$ cat config.mk
export PLATFORM = sky130hd
export DESIGN_NAME = circular_queue_engine
export DESIGN_NICKNAME = d
export VERILOG_FILES = /design/src/hw/rtl/cqe_pkg.sv /design/src/hw/rtl/cqe_front.sv /design/src/hw/rtl/cqe_back.sv /design/src/hw/rtl/circular_queue_engine.sv
export SDC_FILE = /design/constraint.sdc
export NUM_CORES = 1
export LEC_CHECK = 0
export BUFFER_PORTS_ARGS = -buffer_cell sky130_fd_sc_hd__buf_2
export CAP_MARGIN = 10
export CORE_ASPECT_RATIO = 0.8
export CORE_UTILIZATION = 35
export DETAILED_ROUTE_END_ITERATION = 10
export PLACE_DENSITY_LB_ADDON = 0.25
export SETUP_SLACK_MARGIN = 0.4
export SYNTH_ARGS = -nofsm -noshare
export SYNTH_HDL_FRONTEND = slang
export SYNTH_SLANG_ARGS = --single-unit
$ cat constraint.sdc
create_clock -name clk_i -period 28.7 [get_ports clk_i]
set_input_delay 1.435 -clock clk_i [delete_from_list [all_inputs] [get_ports clk_i]]
set_output_delay 1.435 -clock clk_i [all_outputs]
set_load 0.1 [all_outputs]
$ cat src/hw/rtl/cqe_pkg.sv
`default_nettype none

package cqe_pkg;

  localparam int unsigned Depth     = 16;
  localparam int unsigned IdxBits   = $clog2(Depth);
  localparam int unsigned LenBits   = IdxBits + 1;
  localparam int unsigned DataBits  = 64;
  localparam int unsigned ModeBits  = 3;
  localparam int unsigned SlotBits  = 4;
  localparam int unsigned CountBits = 5;
  localparam int unsigned CapBits   = 5;

  localparam logic [1:0] STATUS_OK    = 2'd0;
  localparam logic [1:0] STATUS_FULL  = 2'd1;
  localparam logic [1:0] STATUS_EMPTY = 2'd2;

  typedef enum logic [ModeBits-1:0] {
    OP_PUSH       = 3'd0,
    OP_RESERVE    = 3'd1,
    OP_SLOT_WRITE = 3'd2,
    OP_FRONT      = 3'd3,
    OP_BACK       = 3'd4,
    OP_POP        = 3'd5,
    OP_DRAIN      = 3'd6,
    OP_CLEAR      = 3'd7
  } op_e;

  typedef enum logic [1:0] {
    BACK_EXEC,
    BACK_READ,
    BACK_DRAIN
  } back_state_e;

  typedef struct packed {
    logic [ModeBits-1:0]  mode;
    logic [DataBits-1:0]  data;
    logic [SlotBits-1:0]  slot;
    logic [CountBits-1:0] count;
  } in_item_t;

  typedef struct packed {
    logic [1:0]           status;
    logic [DataBits-1:0]  entry;
    logic [SlotBits-1:0]  slot_index;
    logic [LenBits-1:0]   drained;
    logic                 last;
  } out_item_t;

  typedef struct packed {
    op_e                  op;
    logic [DataBits-1:0]  data;
    logic [SlotBits-1:0]  slot;
    logic [CountBits-1:0] count;
  } req_t;

endpackage

`default_nettype wire

$ cat src/hw/rtl/cqe_front.sv
`default_nettype none

module cqe_front (
  input  wire logic              clk_i,
  input  wire logic              rst_ni,
  input  wire logic              in_valid_i,
  output logic                   in_ready_o,
  input  wire cqe_pkg::in_item_t in_item_i,
  output logic                   req_valid_o,
  input  wire logic              req_ready_i,
  output cqe_pkg::req_t          req_o
);
  import cqe_pkg::*;

  req_t       entry_q [2];
  logic       wr_ptr_q, wr_ptr_d;
  logic       rd_ptr_q, rd_ptr_d;
  logic [1:0] cnt_q, cnt_d;
  logic       push, pop;
  req_t       req_new;

  // Decode the mode and keep the data word only for operations that store it.
  always_comb begin
    req_new       = '0;
    req_new.slot  = in_item_i.slot;
    req_new.count = in_item_i.count;
    unique case (in_item_i.mode)
      OP_PUSH:       begin req_new.op = OP_PUSH;       req_new.data = in_item_i.data; end
      OP_RESERVE:    req_new.op = OP_RESERVE;
      OP_SLOT_WRITE: begin req_new.op = OP_SLOT_WRITE; req_new.data = in_item_i.data; end
      OP_FRONT:      req_new.op = OP_FRONT;
      OP_BACK:       req_new.op = OP_BACK;
      OP_POP:        req_new.op = OP_POP;
      OP_DRAIN:      req_new.op = OP_DRAIN;
      default:       req_new.op = OP_CLEAR;
    endcase
  end

  assign in_ready_o  = (cnt_q != 2'd2);
  assign req_valid_o = (cnt_q != 2'd0);
  assign req_o       = entry_q[rd_ptr_q];
  assign push        = in_valid_i && in_ready_o;
  assign pop         = req_valid_o && req_ready_i;

  always_comb begin
    wr_ptr_d = push ? ~wr_ptr_q : wr_ptr_q;
    rd_ptr_d = pop ? ~rd_ptr_q : rd_ptr_q;
    unique case ({push, pop})
      2'b10:   cnt_d = cnt_q + 2'd1;
      2'b01:   cnt_d = cnt_q - 2'd1;
      default: cnt_d = cnt_q;
    endcase
  end

  always_ff @(posedge clk_i or negedge rst_ni) begin
    if (!rst_ni) begin
      wr_ptr_q <= 1'b0;
      rd_ptr_q <= 1'b0;
      cnt_q    <= 2'd0;
    end else begin
      wr_ptr_q <= wr_ptr_d;
      rd_ptr_q <= rd_ptr_d;
      cnt_q    <= cnt_d;
    end
  end

  always_ff @(posedge clk_i) begin
    if (push) begin
      entry_q[wr_ptr_q] <= req_new;
    end
  end

endmodule

`default_nettype wire

$ cat src/hw/rtl/cqe_back.sv
`default_nettype none

module cqe_back (
  input  wire logic                            clk_i,
  input  wire logic                            rst_ni,
  input  wire logic                            cfg_we_i,
  input  wire logic [cqe_pkg::CapBits-1:0]     cfg_data_i,
  input  wire logic                            req_valid_i,
  output logic                                 req_ready_o,
  input  wire cqe_pkg::req_t                   req_i,
  output logic                                 out_valid_o,
  input  wire logic                            out_ready_i,
  output cqe_pkg::out_item_t                   out_item_o
);
  import cqe_pkg::*;

  // Reduces base + off modulo cap by subtracting cap times 16, 8, 4, 2 and 1.
  function automatic logic [IdxBits-1:0] wrap_pos(logic [IdxBits-1:0] base,
                                                  logic [LenBits-1:0] off,
                                                  logic [LenBits-1:0] cap);
    logic [LenBits+IdxBits-1:0] sum;
    logic [LenBits+IdxBits-1:0] step;
    sum = (LenBits+IdxBits)'(base) + (LenBits+IdxBits)'(off);
    for (int k = IdxBits; k >= 0; k--) begin
      step = (LenBits+IdxBits)'(cap) << k;
      if (sum >= step) begin
        sum = sum - step;
      end
    end
    return sum[IdxBits-1:0];
  endfunction

  logic [DataBits-1:0] mem_q [Depth];
  logic [DataBits-1:0] rdata_q;
  logic                mem_we, mem_re;
  logic [IdxBits-1:0]  mem_waddr, mem_raddr;

  back_state_e         state_q, state_d;
  logic [LenBits-1:0]  cap_q, cap_d;
  logic [IdxBits-1:0]  head_q, head_d;
  logic [LenBits-1:0]  len_q, len_d;
  logic [LenBits-1:0]  rem_q, rem_d;
  logic [LenBits-1:0]  total_q, total_d;
  logic                out_valid_q, out_valid_d;
  out_item_t           out_q, out_d;
  out_item_t           res;
  logic                out_free;
  logic [LenBits-1:0]  cap_new;

  assign out_free    = !out_valid_q || out_ready_i;
  assign out_valid_o = out_valid_q;
  assign out_item_o  = out_q;

  always_comb begin
    if (cfg_data_i == '0) begin
      cap_new = LenBits'(1);
    end else if (LenBits'(cfg_data_i) > LenBits'(Depth)) begin
      cap_new = LenBits'(Depth);
    end else begin
      cap_new = LenBits'(cfg_data_i);
    end
  end

  always_comb begin
    state_d     = state_q;
    cap_d       = cap_q;
    head_d      = head_q;
    len_d       = len_q;
    rem_d       = rem_q;
    total_d     = total_q;
    out_valid_d = out_valid_q;
    out_d       = out_q;
    req_ready_o = 1'b0;
    mem_we      = 1'b0;
    mem_re      = 1'b0;
    mem_waddr   = head_q;
    mem_raddr   = head_q;
    res         = '0;
    res.last    = 1'b1;

    if (out_valid_q && out_ready_i) begin
      out_valid_d = 1'b0;
    end

    unique case (state_q)
      BACK_EXEC: begin
        if (req_valid_i && out_free) begin
          req_ready_o = 1'b1;
          unique case (req_i.op)
            OP_PUSH: begin
              if (len_q >= cap_q) begin
                res.status = STATUS_FULL;
              end else begin
                mem_we    = 1'b1;
                mem_waddr = wrap_pos(head_q, len_q, cap_q);
                len_d     = len_q + LenBits'(1);
              end
            end
            OP_RESERVE: begin
              if (len_q >= cap_q) begin
                res.status = STATUS_FULL;
              end else begin
                res.slot_index = len_q[SlotBits-1:0];
                len_d          = len_q + LenBits'(1);
              end
            end
            OP_SLOT_WRITE: begin
              mem_we    = 1'b1;
              mem_waddr = wrap_pos(head_q, LenBits'(req_i.slot), cap_q);
            end
            OP_FRONT: begin
              if (len_q == '0) begin
                res.status = STATUS_EMPTY;
              end else begin
                mem_re  = 1'b1;
                state_d = BACK_READ;
              end
            end
            OP_BACK: begin
              if (len_q == '0) begin
                res.status = STATUS_EMPTY;
              end else begin
                mem_re    = 1'b1;
                mem_raddr = wrap_pos(head_q, len_q - LenBits'(1), cap_q);
                state_d   = BACK_READ;
              end
            end
            OP_POP: begin
              if (LenBits'(req_i.count) > len_q) begin
                res.status = STATUS_EMPTY;
              end else begin
                len_d  = len_q - LenBits'(req_i.count);
                head_d = wrap_pos(head_q, LenBits'(req_i.count), cap_q);
              end
            end
            OP_DRAIN: begin
              if (len_q == '0) begin
                res.status = STATUS_EMPTY;
              end else begin
                mem_re  = 1'b1;
                head_d  = wrap_pos(head_q, LenBits'(1), cap_q);
                rem_d   = len_q;
                total_d = len_q;
                len_d   = '0;
                state_d = BACK_DRAIN;
              end
            end
            default: begin
              head_d = '0;
              len_d  = '0;
            end
          endcase
          if (state_d == BACK_EXEC) begin
            out_valid_d = 1'b1;
            out_d       = res;
          end
        end
      end
      BACK_READ: begin
        if (out_free) begin
          out_valid_d = 1'b1;
          out_d       = res;
          out_d.entry = rdata_q;
          state_d     = BACK_EXEC;
        end
      end
      BACK_DRAIN: begin
        if (out_free) begin
          out_valid_d = 1'b1;
          out_d       = res;
          out_d.entry = rdata_q;
          if (rem_q == LenBits'(1)) begin
            out_d.drained = total_q;
            state_d       = BACK_EXEC;
          end else begin
            // Fetch the next entry while this one goes out.
            out_d.last = 1'b0;
            mem_re     = 1'b1;
            head_d     = wrap_pos(head_q, LenBits'(1), cap_q);
            rem_d      = rem_q - LenBits'(1);
          end
        end
      end
      default: state_d = BACK_EXEC;
    endcase

    if (cfg_we_i) begin
      cap_d  = cap_new;
      head_d = '0;
      len_d  = '0;
    end
  end

  always_ff @(posedge clk_i or negedge rst_ni) begin
    if (!rst_ni) begin
      state_q     <= BACK_EXEC;
      cap_q       <= LenBits'(Depth);
      head_q      <= '0;
      len_q       <= '0;
      rem_q       <= '0;
      total_q     <= '0;
      out_valid_q <= 1'b0;
    end else begin
      state_q     <= state_d;
      cap_q       <= cap_d;
      head_q      <= head_d;
      len_q       <= len_d;
      rem_q       <= rem_d;
      total_q     <= total_d;
      out_valid_q <= out_valid_d;
    end
  end

  always_ff @(posedge clk_i) begin
    out_q <= out_d;
  end

  always_ff @(posedge clk_i) begin
    if (mem_we) begin
      mem_q[mem_waddr] <= req_i.data;
    end
    if (mem_re) begin
      rdata_q <= mem_q[mem_raddr];
    end
  end

endmodule

`default_nettype wire

$ cat src/hw/rtl/circular_queue_engine.sv
`default_nettype none

// Ring-buffer queue of 16 entries of 64 bits, of which the configured capacity
// (1 to 16) is used; writing the capacity empties the queue. Requests enter a
// two-entry queue and are executed one at a time by the back end, which owns
// the entry memory and a result register. Push, reserve, slot write, pop and
// clear produce their result directly; front and back first pass through a read
// state because the memory read data is registered; a drain of n entries
// produces one result per entry, and no other request is executed meanwhile. Every
// request yields at least one result, and the last one of its run has last set.
module circular_queue_engine (
  input  wire logic                        clk_i,
  input  wire logic                        rst_ni,
  input  wire logic                        cfg_we_i,
  input  wire logic [cqe_pkg::CapBits-1:0] cfg_data_i,
  input  wire logic                        in_valid_i,
  output logic                             in_ready_o,
  input  wire cqe_pkg::in_item_t           in_item_i,
  output logic                             out_valid_o,
  input  wire logic                        out_ready_i,
  output cqe_pkg::out_item_t               out_item_o
);
  import cqe_pkg::*;

  logic req_valid;
  logic req_ready;
  req_t req;

  cqe_front u_front (
    .clk_i       (clk_i),
    .rst_ni      (rst_ni),
    .in_valid_i  (in_valid_i),
    .in_ready_o  (in_ready_o),
    .in_item_i   (in_item_i),
    .req_valid_o (req_valid),
    .req_ready_i (req_ready),
    .req_o       (req)
  );

  cqe_back u_back (
    .clk_i       (clk_i),
    .rst_ni      (rst_ni),
    .cfg_we_i    (cfg_we_i),
    .cfg_data_i  (cfg_data_i),
    .req_valid_i (req_valid),
    .req_ready_o (req_ready),
    .req_i       (req),
    .out_valid_o (out_valid_o),
    .out_ready_i (out_ready_i),
    .out_item_o  (out_item_o)
  );

endmodule

`default_nettype wire

Word-level counts from Yosys, hierarchy flattened
Memories as Yosys holds them, arrays and structs flattened. A register that Yosys moved wholly into a read port is not among the register bits.
Cells that the tools add are included.
{"block": "word_totals", "regBits": 107, "mem_bits_rw": 1176, "memories": 2, "latch_bits": 0, "wordCells": 355, "out_inout_bits": 78, "in_bits": 86, "rom_bits": 0}
{"block": "op_classes", "n_lt_le_gt_ge": 32, "n_shift": 0, "n_div": 0, "n_reduce_logical": 32, "n_eq_ne": 36, "mul": 0, "n_addsub": 40, "bitwise": 3, "n_mux": 195}
{"name": "u_back.mem_q", "words": 16, "word_bits": 64, "rd": 1, "rd_clocked_by_memory_dff": 1, "write_ports": 1, "line_no": "cqe_back.sv:33", "text": "logic [DataBits-1:0] mem_q [Depth];"}
{"name": "u_front.entry_q", "words": 2, "word_bits": 76, "rd": 1, "rd_clocked_by_memory_dff": 0, "write_ports": 1, "line_no": "cqe_front.sv:15", "text": "req_t entry_q [2];"}
{"op": "2-to-1 mux 9 bit", "n": 111}
{"op": "2-to-1 mux 76 bit", "n": 4}
{"op": "case mux 76 bit (3 select lines)", "n": 1}
{"op": "2-to-1 mux 4 bit", "n": 21}
{"op": "2-to-1 mux 5 bit", "n": 14}
{"op": "2-to-1 mux 64 bit", "n": 1}
{"op": "greater-or-equal comparator 9 x 5 -> 1 bit", "n": 6}
{"op": "greater-or-equal comparator 9 x 6 -> 1 bit", "n": 6}
{"op": "greater-or-equal comparator 9 x 7 -> 1 bit", "n": 6}
{"op": "greater-or-equal comparator 9 x 8 -> 1 bit", "n": 6}
{"op": "subtractor 9 x 6 -> 9 bit", "n": 6}
{"op": "subtractor 9 x 7 -> 9 bit", "n": 6}
{"op": "subtractor 9 x 8 -> 9 bit", "n": 6}
{"op": "greater-or-equal comparator 6 x 9 -> 1 bit", "n": 3}
{"op": "subtractor 6 x 9 -> 9 bit", "n": 3}
{"op": "subtractor 4 bit", "n": 6}
{"op": "case mux 3 bit (7 select lines)", "n": 1}
{"op": "2-to-1 mux 1 bit", "n": 20}
{"op": "2-to-1 mux 2 bit", "n": 10}
{"op": "case mux 5 bit (4 select lines)", "n": 1}
{"op": "adder 4 x 5 -> 6 bit", "n": 3}
{"op": "equality test 3 bit (second input constant)", "n": 6}
{"op": "greater-or-equal comparator 5 x 9 -> 1 bit", "n": 2}
{"op": "subtractor 5 x 9 -> 9 bit", "n": 2}
{"op": "42 further kinds", "n": 87}

Longest topological paths before layout
An unclocked memory read counts as a cell.
{"block": "logic_depth", "ltp_word": 33, "mapped_depth": 55, "depth_no_buf": 52}

Cells and area by module
From an unflattened synthesis, not the netlist that was laid out.
{"block": "hier_totals", "cells_unflattened": 4366, "hier_area_um2": 60430.5}
{"module": "cqe_back", "area_per_inst_um2": 54174.5, "instances": 1, "seq_area_each_um2": 35630.4, "cells_per_inst": 4038}
{"module": "cqe_front", "area_per_inst_um2": 6256.0, "instances": 1, "seq_area_each_um2": 4664.5, "cells_per_inst": 328}

Least setup slack after synthesis
No wires, ideal clock.
{"block": "synth_timing", "path_type": "register -> register", "from": "reg u_back.cap_q[1]", "to": "mem u_back.mem_q[0][0] (enable)", "slack_ns": 11.807, "period_less_slack_ns": 16.893, "path_stages_with_launch": 45, "setup_ns": 0.646, "t_arrival_ns": 16.247, "required_time_ns": 28.054, "n_path_buf": 0, "path_cell_list": "dfrtp_1 inv_1 ha_1 nand2_1 nor4_1 a21oi_1 or3_1 nand2_1 ha_1 nor2b_1 o21ai_0 a21boi_0 a311oi_1 nand2_1 a21oi_1 ha_1 nor2b_1 o21ai_0 [... 9 more ...] nor2b_1 a311oi_1 nand2_1 nor4_1 nor2_1 mux2i_1 ha_1 o21ai_0 nand2b_1 a21oi_1 nor2b_1 o21ai_0 nand2b_1 a2111oi_4 mux2_2 nand3_1 o211ai_1 nor4_1"}
{"block": "synth_via", "elab_chain_len": 30, "elab_cells_between_ends": 69, "cone_classes": "add/sub: 10; order compare: 11; mux: 48"}
{"element": "start, declared", "line_no": "cqe_back.sv:39", "text": "logic [LenBits-1:0] cap_q, cap_d;"}
{"element": "start signal, assigned", "line_no": "cqe_back.sv:197", "text": "cap_q <= LenBits'(Depth);"}
{"element": "start signal, assigned", "line_no": "cqe_back.sv:205", "text": "cap_q <= cap_d;"}
{"element": "subtractor 6 x 9 -> 9 bit or greater-or-equal comparator 6 x 9 -> 1 bit (tied branches)", "line_no": "cqe_back.sv:27, cqe_back.sv:26"}
{"element": "2-to-1 mux 9 bit", "line_no": "cqe_back.sv:26", "text": "if (sum >= step) begin"}
{"element": "2-to-1 mux 9 bit", "line_no": "cqe_back.sv:91", "text": "if (len_q >= cap_q) begin"}
{"element": "2-to-1 mux 9 bit", "line_no": "cqe_back.sv:89", "text": "unique case (req_i.op)"}
{"element": "2-to-1 mux 9 bit", "line_no": "cqe_back.sv:87", "text": "if (req_valid_i && out_free) begin"}
{"element": "2-to-1 mux 9 bit", "line_no": "cqe_back.sv:85", "text": "unique case (state_q)"}
{"element": "subtractor 9 x 8 -> 9 bit or greater-or-equal comparator 9 x 8 -> 1 bit (tied branches)", "line_no": "cqe_back.sv:27, cqe_back.sv:26"}
{"element": "2-to-1 mux 9 bit", "line_no": "cqe_back.sv:26"}
{"element": "[... 14 more ...]"}
{"element": "2-to-1 mux 9 bit", "line_no": "cqe_back.sv:87"}
{"element": "2-to-1 mux 9 bit", "line_no": "cqe_back.sv:85"}
{"element": "greater-or-equal comparator 9 x 5 -> 1 bit or subtractor 4 bit (tied branches)", "line_no": "cqe_back.sv:26, cqe_back.sv:27"}
{"element": "2-to-1 mux 4 bit", "line_no": "cqe_back.sv:26"}
{"element": "2-to-1 mux 4 bit", "line_no": "cqe_back.sv:91"}
{"element": "case mux 4 bit (2 select lines)", "line_no": "cqe_back.sv:89"}
{"element": "2-to-1 mux 4 bit", "line_no": "cqe_back.sv:87"}
{"element": "2-to-1 mux 4 bit", "line_no": "cqe_back.sv:85"}
{"element": "end, declared", "line_no": "cqe_back.sv:33"}
Several ways; a longest one is shown, not always the timed one. The select of a mux whose other input is x is not followed.

Worst setup path after layout
{"block": "layout_timing", "from": "reg u_back.len_q[1]", "to": "reg u_back.rdata_q[24], read port of u_back.mem_q (data pin)"}
{"block": "layout_via", "elab_chain_len": 32, "elab_cells_between_ends": 42, "cone_classes": "add/sub: 7; order compare: 5; mux: 29; reduce/logical: 1"}
{"element": "start, declared", "line_no": "cqe_back.sv:41", "text": "logic [LenBits-1:0] len_q, len_d;"}
{"element": "start signal, assigned", "line_no": "cqe_back.sv:207", "text": "len_q <= len_d;"}
{"element": "subtractor 5 x 1 -> 5 bit", "line_no": "cqe_back.sv:124", "text": "mem_raddr = wrap_pos(head_q, len_q - LenBits'(1), cap_q);"}
{"element": "adder 4 x 5 -> 6 bit", "line_no": "cqe_back.sv:23", "text": "sum = (LenBits+IdxBits)'(base) + (LenBits+IdxBits)'(off);"}
{"element": "subtractor 6 x 9 -> 9 bit or greater-or-equal comparator 6 x 9 -> 1 bit (tied branches)", "line_no": "cqe_back.sv:27, cqe_back.sv:26"}
{"element": "2-to-1 mux 9 bit", "line_no": "cqe_back.sv:26"}
{"element": "2-to-1 mux 9 bit", "line_no": "cqe_back.sv:120", "text": "if (len_q == '0) begin"}
{"element": "2-to-1 mux 9 bit", "line_no": "cqe_back.sv:89"}
{"element": "2-to-1 mux 9 bit", "line_no": "cqe_back.sv:87"}
{"element": "2-to-1 mux 9 bit", "line_no": "cqe_back.sv:85"}
{"element": "[... 16 more ...]"}
{"element": "2-to-1 mux 9 bit", "line_no": "cqe_back.sv:87"}
{"element": "2-to-1 mux 9 bit", "line_no": "cqe_back.sv:85"}
{"element": "greater-or-equal comparator 9 x 5 -> 1 bit or subtractor 4 bit (tied branches)", "line_no": "cqe_back.sv:26, cqe_back.sv:27"}
{"element": "2-to-1 mux 4 bit", "line_no": "cqe_back.sv:26"}
{"element": "2-to-1 mux 4 bit", "line_no": "cqe_back.sv:120"}
{"element": "2-to-1 mux 4 bit", "line_no": "cqe_back.sv:89"}
{"element": "2-to-1 mux 4 bit", "line_no": "cqe_back.sv:87"}
{"element": "2-to-1 mux 4 bit", "line_no": "cqe_back.sv:85"}
{"element": "end, declared", "line_no": "cqe_back.sv:34", "text": "logic [DataBits-1:0] rdata_q;"}
Several ways; a longest one is shown, not always the timed one. The select of a mux whose other input is x is not followed.
A chain may end at the register's enable or synchronous reset.

==> summary.md <==
| Metric | Value |
|---|---|
| Largest net degree at the start of global routing | `128` |
| Seq cells post-synth | `~1,300` |
| Fmax | `63.0 MHz` |
| HPWL Detailed | `between 80,000 and 90,000 um` |
| Max stage delay cell, worst path | `buf_4` |
| Core ar. | `165,000 um^2` |
| Total CTS buffers | `140` |
| Post-layout minimum cycle time | `15.87 ns` |
| Area post-placement | `62,200 um^2` |
| Mapped Nets | `3,970` |
| Ys async rst share | `0.0230` |
| GRT Total Usage | `0.182` |
| Die area | `169,000 um^2` |
| Root buffer cell | `clkbuf_16` |
| Worst slew margin relative to its limit | `0.254` |
| Mapped Area | `just under 60,000 um^2` |
| WP data required | `a little under 30 ns` |
| CP Class | `flop to flop` |
| Clock buffer depth | `3` |
| # IOs | `between 150 and 200` |
| First drt pass iteration count | `5` |
| DR WL/cell | `roughly 25 um` |
| Status | `finished clean` |
| Post-CTS Hold Fix Bufs | `0` |
| TritonCTS clock tree | `done` |
| Number of distinct library cells after synthesis | `89` |
| Initial Utilization | `0.355` |
| TNS Setup | `0 ns` |
| CTS Sinks | `1,347` |
| CP max stage delay | `approximately 0.93 ns` |
| Share of layout cells above drive strength 1 | `0.146` |
| Final hold vios | `0` |
| Actual slew at the worst max-slew pin | `roughly 1.1 ns` |
| Avg Synthesized Cell Area | `15.8 um^2` |
| Worst-path fanout max | `127` |
| Clock Skew | `about 0.032 ns` |
| Fin crit share | `0.553` |
| Sequential cell area | `40,300 um^2` |
| Max Slew Vio Count | `0` |
| CTS H-tree lvls | `4` |
| Post-CTS Setup Inserts | `0` |
| Most frequent cells in the layout | `edfxtp_1, mux2i_1, o22ai_1` |
| Synth Flop Type | `edfxtp_1` |
| DRC Markers | `0` |
| Number of gates resized after CTS | `0` |
| Vias | `~33,000` |
| Overflow after GRT | `0` |
| Placed cells | `6,020` |
| Type of origin of the critical path | `flop` |
| Vias in the first global route | `32,800` |
| Critical Path AT | `16.37 ns` |
| DRT iter0 DRCs | `3,110` |
| Skew-Pair Late Insertion Delay | `slightly below 0.8 ns` |
| Crit. End Element | `flop` |
| Ranking of synthesized cells by area | `edfxtp_1, mux2i_1, ha_1` |
| YS warnings | `0` |
| Max cap viols | `0` |
| Vias per cell | `approximately 5.3` |
| RSZ-0062 raised after global routing | `false` |
| Post-Synthesis Cells | `around 3,700` |
| Multi-input logic area | `roughly 17,000 um^2` |
| Most common cell on crit path | `ha_1` |
| HP Class | `flop to flop` |
| # setup viols final | `0` |
| Yosys top cell by area | `edfxtp_1` |
| Fin nets | `roughly 4,200` |
| RD Place Congestion | `between 0.8 and 0.9` |
| Drt total wl | `between 150,000 and 200,000 um` |
| Area growth syn-to-layout | `13.6%` |
| Cell Count, Final, Fillers Out | `around 6,300` |
| Commonest non-fill, non-tap cell in the layout | `edfxtp_1` |
| Clock-pin slew on the worst setup and hold paths | `0.06 ns` |
| Post-synth EDFFs | `around 1,300` |
| First-pass GRT wire length | `226,000 um` |
| Die Wd | `459 um` |
| Filler Cell Count | `between 15,000 and 20,000` |
| IO Port Bufs | `approximately 160` |
| Post-DRT Antenna Nets | `0` |
| Hold WS | `0.498 ns` |
| Yosys top cell area share | `0.674` |
| Antenna violations before repair | `10` |
| Row Count | `about 130` |
| Design Area, Final | `66,600 um^2` |
| Post-synthesis sequential area ratio | `0.688` |
| Die height | `~370 um` |
## flip-flops by register name, indices dropped and copies added (netlist names), 2 cells and up
register           flops
u_back.mem_q        1024
u_front.entry_q      152
u_back.out_item_o     76
u_back.rdata_q        64
u_back.cap_q           5
u_back.len_q           5
u_back.rem_q           5
u_back.total_q         5
u_back.head_q          4
u_back.state_q         2
u_front.cnt_q          2
## routing by layer
metal	up-vias	routed length [um]	GRT usage
li1	15100	-	-
met1	16900	73500	0.265
met2	898	70900	0.282
met3	202	7950	0.0254
met4	0	3430	0.0523
met5	-	0	0
## critical path: cells and delay by family (launching register included)
kind / cells / cell delay, ns
flip-flops: 1 / 0.58
adder cells (fa/ha/maj): 7 / 1.99
multiplexers: 5 / 1.74
XOR/XNOR: 1 / 0.15
AND/OR/NAND/NOR: 14 / 2.71
AO/OA/AOI/OAI: 20 / 5.30
buffers and inverters: 8 / 2.79
## stage by stage
| step | utilization | setup slack (ns) |
|---|---|---|
| floorplan | - | 11.81 |
| global placement | 0.376 | 13.21 |
| detailed placement | 0.376 | 13.02 |
| CTS | 0.403 | 12.93 |
| global route | 0.403 | 11.62 |
| finish | 0.403 | 12.83 |
## area by class of cell
cell class / instances / area share
flip-flops and latches: 1347 / 0.605
multi-input cells: 2113 / 0.261
clock buffers: 172 / 0.0554
well taps: 2227 / 0.0419
repair buffers: 232 / 0.0204
clock inverters: 80 / 0.00998
inverters: 102 / 0.00583
diodes: 4 / 0.000150
## Yosys cell counts (11+ instances only)
cell      number
edfxtp_1    1316
mux2i_1      549
o22ai_1      269
ha_1         148
and2_1       140
mux2_2       107
inv_1        100
nor2_1        88
buf_2         87
nand2_1       86
o21ai_0       82
a21oi_1       72
or4_1         65
xnor2_1       46
a21o_1        41
clkbuf_1      38
nor2b_1       35
nand3_1       34
dfrtp_1       30
nand2b_1      30
fa_1          28
nor3_1        27
nor4_1        27
xor2_1        27
o21a_1        18
and3_1        13
nand4_1       12
a211oi_1      11
a21boi_0      11
a31oi_1       11
## worst paths after layout
check / from / end / slack [ns] / depth (start not counted)
min reg2reg: u_front.cnt_q[1]$_DFFE_PN0P_ / u_front.cnt_q[1]$_DFFE_PN0P_ / 0.50 / 1
min in group asynchronous: rst_ni / u_back.rem_q[3]$_DFFE_PN0P_ / 0.74 / 1
max reg2reg: u_back.len_q[1]$_DFFE_PN0P_ / u_back.rdata_q[24]$_DFFE_PP_ / 12.83 / 55
max: u_back.len_q[1]$_DFFE_PN0P_ / u_back.rdata_q[24]$_DFFE_PP_ / 12.83 / 55
max in group asynchronous: rst_ni / u_front.rd_ptr_q$_DFFE_PN0P_ / 27.38 / 1
min: u_front.cnt_q[1]$_DFFE_PN0P_ / u_front.cnt_q[1]$_DFFE_PN0P_ / 0.50 / 1
## cells by family (layout without fill, tap and decap cells)
kind of cell / count (synthesis) / count (layout) / synth area share
other: 0 / 4 / 0
DFF: 1347 / 1347 / 0.688
and+or+nand+nor: 602 / 602 / 0.0584
AOI/OAI and AO/OA: 604 / 604 / 0.0675
muxes: 658 / 658 / 0.115
xor gates and xnor gates: 73 / 73 / 0.0109
buffers and inverters: 248 / 586 / 0.0196
adders and majority gates: 176 / 176 / 0.0412
Power is left out: the tool's default activity adds up to more than one toggle a clock period on the data nets, which glitch-free logic cannot reach.
